### config.mk
export PLATFORM = sky130hd
export DESIGN_NAME = otg_role_debounce_fsm
export DESIGN_NICKNAME = d
export VERILOG_FILES = /design/src/sv/otg_rd_pkg.sv /design/src/sv/otg_rd_step.sv /design/src/sv/otg_role_debounce_fsm.sv
export SDC_FILE = /design/constraint.sdc
export NUM_CORES = 1
export LEC_CHECK = 0
export BUFFER_PORTS_ARGS = -buffer_cell sky130_fd_sc_hd__buf_2
export CORE_ASPECT_RATIO = 0.6
export CORE_UTILIZATION = 45
export DETAILED_ROUTE_END_ITERATION = 10
export SYNTH_ARGS = -nofsm -noshare
export SYNTH_HDL_FRONTEND = slang
export SYNTH_SLANG_ARGS = --single-unit
export TNS_END_PERCENT = 1
### constraint.sdc
create_clock -name clock -period 4.6 [get_ports clock]
set_input_delay 0.46 -clock clock [delete_from_list [all_inputs] [get_ports clock]]
set_output_delay 0.46 -clock clock [all_outputs]
set_load 0.005 [all_outputs]
### src/sv/otg_rd_pkg.sv
package otg_rd_pkg;

   // Field and register widths.
   localparam int unsigned TICK_W = 16;
   localparam int unsigned ROLE_W = 2;
   localparam int unsigned MODE_W = 3;

   // Debounce length after reset, in ticks.
   localparam logic [TICK_W-1:0] DEBOUNCE_RESET = TICK_W'(100);
   localparam logic [TICK_W-1:0] TICK_MAX       = '1;

   // Configuration register indexes.
   localparam logic CSR_DEBOUNCE_TICKS = 1'b0;
   localparam logic CSR_OTG_ENABLED    = 1'b1;

   // Settled role codes.
   localparam logic [ROLE_W-1:0] ROLE_NONE   = 2'd0;
   localparam logic [ROLE_W-1:0] ROLE_DEVICE = 2'd1;
   localparam logic [ROLE_W-1:0] ROLE_HOST   = 2'd2;

   typedef enum logic [MODE_W-1:0] {
      ST_UNKNOWN    = 3'd0,
      ST_DEVICE     = 3'd1,
      ST_HOST       = 3'd2,
      ST_DEB_DEVICE = 3'd3,
      ST_DEB_HOST   = 3'd4,
      ST_FAULT      = 3'd5
   } state_type;

   // Machine and timer state carried from one tick to the next.
   typedef struct packed {
      state_type         fsm_state;
      logic              timer_armed;
      logic [TICK_W-1:0] elapsed_ticks;
      logic [ROLE_W-1:0] current_role;
   } ctx_type;

   // Configuration as seen by the transition logic.
   typedef struct packed {
      logic [TICK_W-1:0] debounce_ticks;
      logic              otg_enabled;
   } cfg_type;

   // Flags reported for one tick.
   typedef struct packed {
      logic role_changed;
      logic reinit_request;
   } flags_type;

endpackage

### src/sv/otg_rd_step.sv
module otg_rd_step (
   input  otg_rd_pkg::ctx_type   ctx_i,
   input  otg_rd_pkg::cfg_type   cfg_i,
   input  logic                  overcurrent_level_i,
   input  logic                  id_level_i,
   output otg_rd_pkg::ctx_type   ctx_o,
   output otg_rd_pkg::flags_type flags_o
);
   import otg_rd_pkg::*;

   // One tick: advance the timer, then the overcurrent, ID and expiry events in turn.
   always_comb begin
      ctx_type   nxt;
      flags_type flg;
      nxt = ctx_i;
      flg = '0;

      // An armed timer counts one more tick and saturates.
      if (nxt.timer_armed && (nxt.elapsed_ticks != TICK_MAX)) begin
         nxt.elapsed_ticks = nxt.elapsed_ticks + TICK_W'(1);
      end

      // Overcurrent asserted: every live state goes to fault, and fault re-arms.
      if (!overcurrent_level_i) begin
         case (nxt.fsm_state)
            ST_UNKNOWN, ST_DEVICE, ST_HOST, ST_DEB_DEVICE, ST_DEB_HOST, ST_FAULT: begin
               nxt.fsm_state     = ST_FAULT;
               nxt.timer_armed   = 1'b1;
               nxt.elapsed_ticks = '0;
            end
            default: begin
            end
         endcase
      end

      // ID pin level.
      if (!id_level_i) begin
         case (nxt.fsm_state)
            ST_UNKNOWN, ST_DEVICE: begin
               nxt.fsm_state     = ST_DEB_HOST;
               nxt.timer_armed   = 1'b1;
               nxt.elapsed_ticks = '0;
            end
            ST_DEB_DEVICE: begin
               nxt.fsm_state   = ST_HOST;
               nxt.timer_armed = 1'b0;
               flg.role_changed = 1'b1;
            end
            default: begin
            end
         endcase
      end else begin
         case (nxt.fsm_state)
            ST_UNKNOWN, ST_HOST: begin
               nxt.fsm_state     = ST_DEB_DEVICE;
               nxt.timer_armed   = 1'b1;
               nxt.elapsed_ticks = '0;
            end
            ST_DEB_HOST: begin
               nxt.fsm_state   = ST_DEVICE;
               nxt.timer_armed = 1'b0;
               flg.role_changed = 1'b1;
            end
            default: begin
            end
         endcase
      end

      // Timer expiry disarms in any state; only debounce and fault act on it.
      if (nxt.timer_armed && (nxt.elapsed_ticks >= cfg_i.debounce_ticks)) begin
         nxt.timer_armed = 1'b0;
         case (nxt.fsm_state)
            ST_DEB_DEVICE: begin
               nxt.fsm_state    = ST_DEVICE;
               flg.role_changed = 1'b1;
            end
            ST_DEB_HOST, ST_FAULT: begin
               nxt.fsm_state    = ST_HOST;
               flg.role_changed = 1'b1;
            end
            default: begin
            end
         endcase
      end

      // At most one entry per tick, and the machine then rests in the entered state.
      if (flg.role_changed) begin
         nxt.current_role   = (nxt.fsm_state == ST_DEVICE) ? ROLE_DEVICE : ROLE_HOST;
         flg.reinit_request = cfg_i.otg_enabled && (nxt.current_role != ctx_i.current_role);
      end

      ctx_o   = nxt;
      flags_o = flg;
   end

endmodule

### src/sv/otg_role_debounce_fsm.sv
// Channel   Direction  Handshake              Payload
// req_      in         req_valid / req_ready  overcurrent_level, id_level
// rsp_      out        rsp_valid / rsp_ready  mode_state, role, role_changed, reinit_request
// csr_      in         csr_wr_en              csr_index, csr_wr_data
//
// Each tick transfer yields exactly one result transfer. One tick is accepted every
// cycle unless stalled; the state update sits between the input register and the
// result register. A stalled result holds the result register, and req_ready drops
// once the input register also holds a tick.
// Synchronous active-high reset returns the machine to unknown, disarms the timer
// and restores debounce_ticks to 100 and otg_enabled to 0.
module otg_role_debounce_fsm (
   input  logic                            clock,
   input  logic                            reset,
   input  logic                            req_valid,
   output logic                            req_ready,
   input  logic                            req_overcurrent_level,
   input  logic                            req_id_level,
   output logic                            rsp_valid,
   input  logic                            rsp_ready,
   output logic [otg_rd_pkg::MODE_W-1:0]   rsp_mode_state,
   output logic [otg_rd_pkg::ROLE_W-1:0]   rsp_role,
   output logic                            rsp_role_changed,
   output logic                            rsp_reinit_request,
   input  logic                            csr_wr_en,
   input  logic                            csr_index,
   input  logic [otg_rd_pkg::TICK_W-1:0]   csr_wr_data
);
   import otg_rd_pkg::*;

   cfg_type   cfg_ff, cfg_in;
   ctx_type   ctx_ff, ctx_in;
   flags_type flags_in;
   logic      in_valid_ff;
   logic      in_oc_ff;
   logic      in_id_ff;
   logic      out_valid_ff;
   logic [MODE_W-1:0] out_mode_ff;
   logic [ROLE_W-1:0] out_role_ff;
   logic      out_changed_ff;
   logic      out_reinit_ff;
   logic      out_free;
   logic      advance;

   // The result register can take a new result when empty or being drained.
   assign out_free  = !out_valid_ff || rsp_ready;
   assign advance   = in_valid_ff && out_free;
   assign req_ready = !in_valid_ff || out_free;

   // Configuration writes.
   always_comb begin
      cfg_in = cfg_ff;
      if (csr_wr_en) begin
         case (csr_index)
            CSR_DEBOUNCE_TICKS: cfg_in.debounce_ticks = csr_wr_data;
            CSR_OTG_ENABLED:    cfg_in.otg_enabled    = csr_wr_data[0];
            default: begin
            end
         endcase
      end
   end

   always_ff @(posedge clock) begin
      if (reset) begin
         cfg_ff.debounce_ticks <= DEBOUNCE_RESET;
         cfg_ff.otg_enabled    <= 1'b0;
      end else begin
         cfg_ff <= cfg_in;
      end
   end

   // Input register.
   always_ff @(posedge clock) begin
      if (reset) begin
         in_valid_ff <= 1'b0;
      end else if (req_ready) begin
         in_valid_ff <= req_valid;
      end
   end

   always_ff @(posedge clock) begin
      if (req_valid && req_ready) begin
         in_oc_ff <= req_overcurrent_level;
         in_id_ff <= req_id_level;
      end
   end

   // Transition logic for one tick.
   otg_rd_step u_step (
      .ctx_i               (ctx_ff),
      .cfg_i               (cfg_ff),
      .overcurrent_level_i (in_oc_ff),
      .id_level_i          (in_id_ff),
      .ctx_o               (ctx_in),
      .flags_o             (flags_in)
   );

   // Machine state moves only when a tick passes into the result register.
   always_ff @(posedge clock) begin
      if (reset) begin
         ctx_ff.fsm_state     <= ST_UNKNOWN;
         ctx_ff.timer_armed   <= 1'b0;
         ctx_ff.elapsed_ticks <= '0;
         ctx_ff.current_role  <= ROLE_NONE;
      end else if (advance) begin
         ctx_ff <= ctx_in;
      end
   end

   // Result register.
   always_ff @(posedge clock) begin
      if (reset) begin
         out_valid_ff <= 1'b0;
      end else if (out_free) begin
         out_valid_ff <= in_valid_ff;
      end
   end

   always_ff @(posedge clock) begin
      if (advance) begin
         out_mode_ff    <= MODE_W'(ctx_in.fsm_state);
         out_role_ff    <= ctx_in.current_role;
         out_changed_ff <= flags_in.role_changed;
         out_reinit_ff  <= flags_in.reinit_request;
      end
   end

   assign rsp_valid          = out_valid_ff;
   assign rsp_mode_state     = out_mode_ff;
   assign rsp_role           = out_role_ff;
   assign rsp_role_changed   = out_changed_ff;
   assign rsp_reinit_request = out_reinit_ff;

endmodule

==> flow_metrics.env <==
export IMPL_outcome="finished, final reports clean"
export IMPL_end_kind="flip-flop"
export IMPL_cts_buffer_depth=2
export IMPL_required_ns=4.82
export IMPL_crit_path_start="ctx_ff[6]"
export IMPL_yosysWarningCount=0
export IMPL_worstHoldPathType="input pin to flip-flop"
export IMPL_maxCapViolCount=0
export IMPL_die_y_um=65.2
export IMPL_worst_ep_arrival_time_ns=4.04
export IMPL_antenna_found_initial=0
export IMPL_place_ws_ns=0.810
export IMPL_antenna_cells=0
export IMPL_synth_most_common_cell="nand2_1"
export IMPL_remaining_drc_errors=0
export IMPL_powerDensity_mw_per_mm2=254
export IMPL_die_area_mm2=0.00700
export IMPL_cts_tree="yes"
export IMPL_first_pass_iters=4
export IMPL_synth_area_top_cells="dfxtp_1, edfxtp_1, nand2_1, ha_1, a21oi_1"
export IMPL_period_share_pct=83.0
export IMPL_p_leak_nw=1.24
export IMPL_synthCells=383
export IMPL_grt_max_degree=43
export IMPL_drive_gt1_share_pct=12.1
export IMPL_grt_pass1_vias=2428
export IMPL_layout_cells_non_filler=488
export IMPL_ant_nets=0
export IMPL_synth_area_per_cell_um2=7.83
export IMPL_critPathKind="flip-flop to flip-flop"
export IMPL_die_width_um=107
export IMPL_hold_path_startpoint="req_overcurrent_level"
export IMPL_clk_latency_ns=0.31
export IMPL_ios=33
export IMPL_io_buffers=32
export IMPL_synth_enable_flop_cells=9
export IMPL_avgViaCountPerCell=5.34
export IMPL_overflow=0
export IMPL_tightest_slew_ns=0.879
export IMPL_grt_usage_pct=21.5
export IMPL_setup_ws_ns=0.782
export IMPL_ctsHtreeMaxLevel=2
export IMPL_period_needed_ns=3.82
export IMPL_hold_viol=0
export IMPL_dp_hpwl_um=4890
export IMPL_wl_per_cell_um=13.7
export IMPL_cts_resized_gates=0
export IMPL_syn_area_mm2=0.00300
export IMPL_clock_skew_ns=0.00640
export IMPL_final_core_util_pct=52.2
export IMPL_nets=444
export IMPL_dp_cells=480
export IMPL_grt_pass1_wl_um=11600
export IMPL_synth_top_cell_by_area="dfxtp_1"
export IMPL_area_delta_synth_final_pct=9.31
export IMPL_vias=2608
export IMPL_postCtsSetupBuffers=0
export IMPL_synth_top_area_share_pct=27.4
export IMPL_total_power_mw=0.832
export IMPL_yosysSeqAreaShare_pct=36.4
export IMPL_r2r_start="ctx_ff[6]"
export IMPL_synth_common_cells="nand2_1, nor2_1, dfxtp_1, a21oi_1, o21ai_0"
export IMPL_start_util_pct=47.8
export IMPL_rsz0062_at_grt="no"
export IMPL_max_freq_ghz=0.262
export IMPL_setup_viol=0
export IMPL_dr_first_iter_drc_count=168
export IMPL_slew_headroom_pct=41.4
export IMPL_finalSetupTns_ns=0
export IMPL_rows=22
export IMPL_synth_distinct_cells=48
export IMPL_cts_buffers=5
export IMPL_ctsHoldBuffers=0
export IMPL_syn_num_nets=424
export IMPL_place_congestion=0.829
export IMPL_coreArea_mm2=0.00628
export IMPL_synthFlopType="dfxtp_1"
export IMPL_cp_max_fo=9
export IMPL_clkTransAtPathRegs_ns=0.09
export IMPL_ir_drop_uv=109
export IMPL_clock_sinks=50
export IMPL_crit_path_start_kind="flip-flop"
export IMPL_async_flop_share_pct=0
export IMPL_drv_slew=0
export IMPL_yosys_register_bits=50
export IMPL_drt_total_wl_um=6670
export IMPL_cts_root_buffer="clkbuf_8"
[placed cells by master (no fill, tap or decap), drive strengths merged, types with 6 or more instances in the layout]
cell,synthesis,final
ha,17,17
nor2,45,45
edfxtp,9,9
nor2b,7,7
nand2,58,58
nand3,10,10
dfxtp,41,41
xor2,9,9
inv,20,20
or3,8,8
a21oi,40,40
clkbuf,16,6
o21ai,26,26
nand4,6,6
nand2b,8,8
buf,5,34
[per-stage QoR]
step | instance area (µm²) | hold WS [ns]
after floorplan | 3000 | 0.436
after global placement | 3200 | 0.445
after detailed placement | 3200 | 0.448
after CTS | 3280 | 0.314
after global routing | 3280 | 0.310
final | 3280 | 0.321
[routing by layer]
| layer | vias to the layer above | share of wire (%) | track usage (%) |
|---|---|---|---|
| met4 | 0 | 0.94 | 5.48 |
| li1 | 1372 | - | - |
| met3 | 8 | 4.2 | 3.97 |
| met2 | 50 | 39 | 30.6 |
| met1 | 1178 | 56 | 32.6 |
| met5 | - | 0 | 0 |
[worst max-delay path: stages (launching register included)]
cell and delay (ns):
dfxtp_1 0.51, nand3_2 0.18, nor4_4 0.46, a41oi_2 0.30, nand4_1 0.23, xor2_1 0.15
nor2_1 0.06, ha_1 0.33, o211ai_1 0.08, a21oi_1 0.11, and4b_1 0.24, o21a_1 0.25
a21oi_1 0.43, a21oi_1 0.13, a311oi_1 0.25
[area by class of cell]
type	count	area, µm²
fillers	621	3000
well taps	84	105
multi-input cells	292	1750
clock inverters	2	8.76
inverters	20	75.1
clock buffers	6	72.6
flip-flops and latches	50	1090
repair buffers	34	175
[state kept, by name, summed over array words and instances (netlist names)]
signal,count
in_id_ff,1
rsp_valid,1
cfg_ff,17
ctx_ff,22
rsp_mode_state,3
rsp_reinit_request,1
rsp_role,2
rsp_role_changed,1
in_oc_ff,1
in_valid_ff,1
[logic make-up after synthesis]
kind of cell,Yosys count,synth area share (%)
AO/OA/AOI/OAI,99,20.5
XOR/XNOR,14,4.09
adder cells (fa/ha/maj),17,7.10
buffers and inverters,41,5.38
flip-flops,50,36.4
multiplexers,2,0.668
AND/OR/NAND/NOR,160,25.9
[power breakdown]
| group | switching [mW] | total, mW | internal [mW] |
|---|---|---|---|
| Clock | 0.147 | 0.252 | 0.105 |
| Sequential | 0.0148 | 0.476 | 0.461 |
| Combinational | 0.0637 | 0.104 | 0.0406 |
| Total | 0.225 | 0.832 | 0.607 |
[final timing paths]
kind,slack [ns],cells after the start,to
setup / recovery,0.78,14,ctx_ff[1]
hold / removal,0.32,1,in_oc_ff
setup reg to reg,0.78,14,ctx_ff[1]
hold reg to reg,0.46,2,cfg_ff[13]
Power figures use the tool's default switching activity.
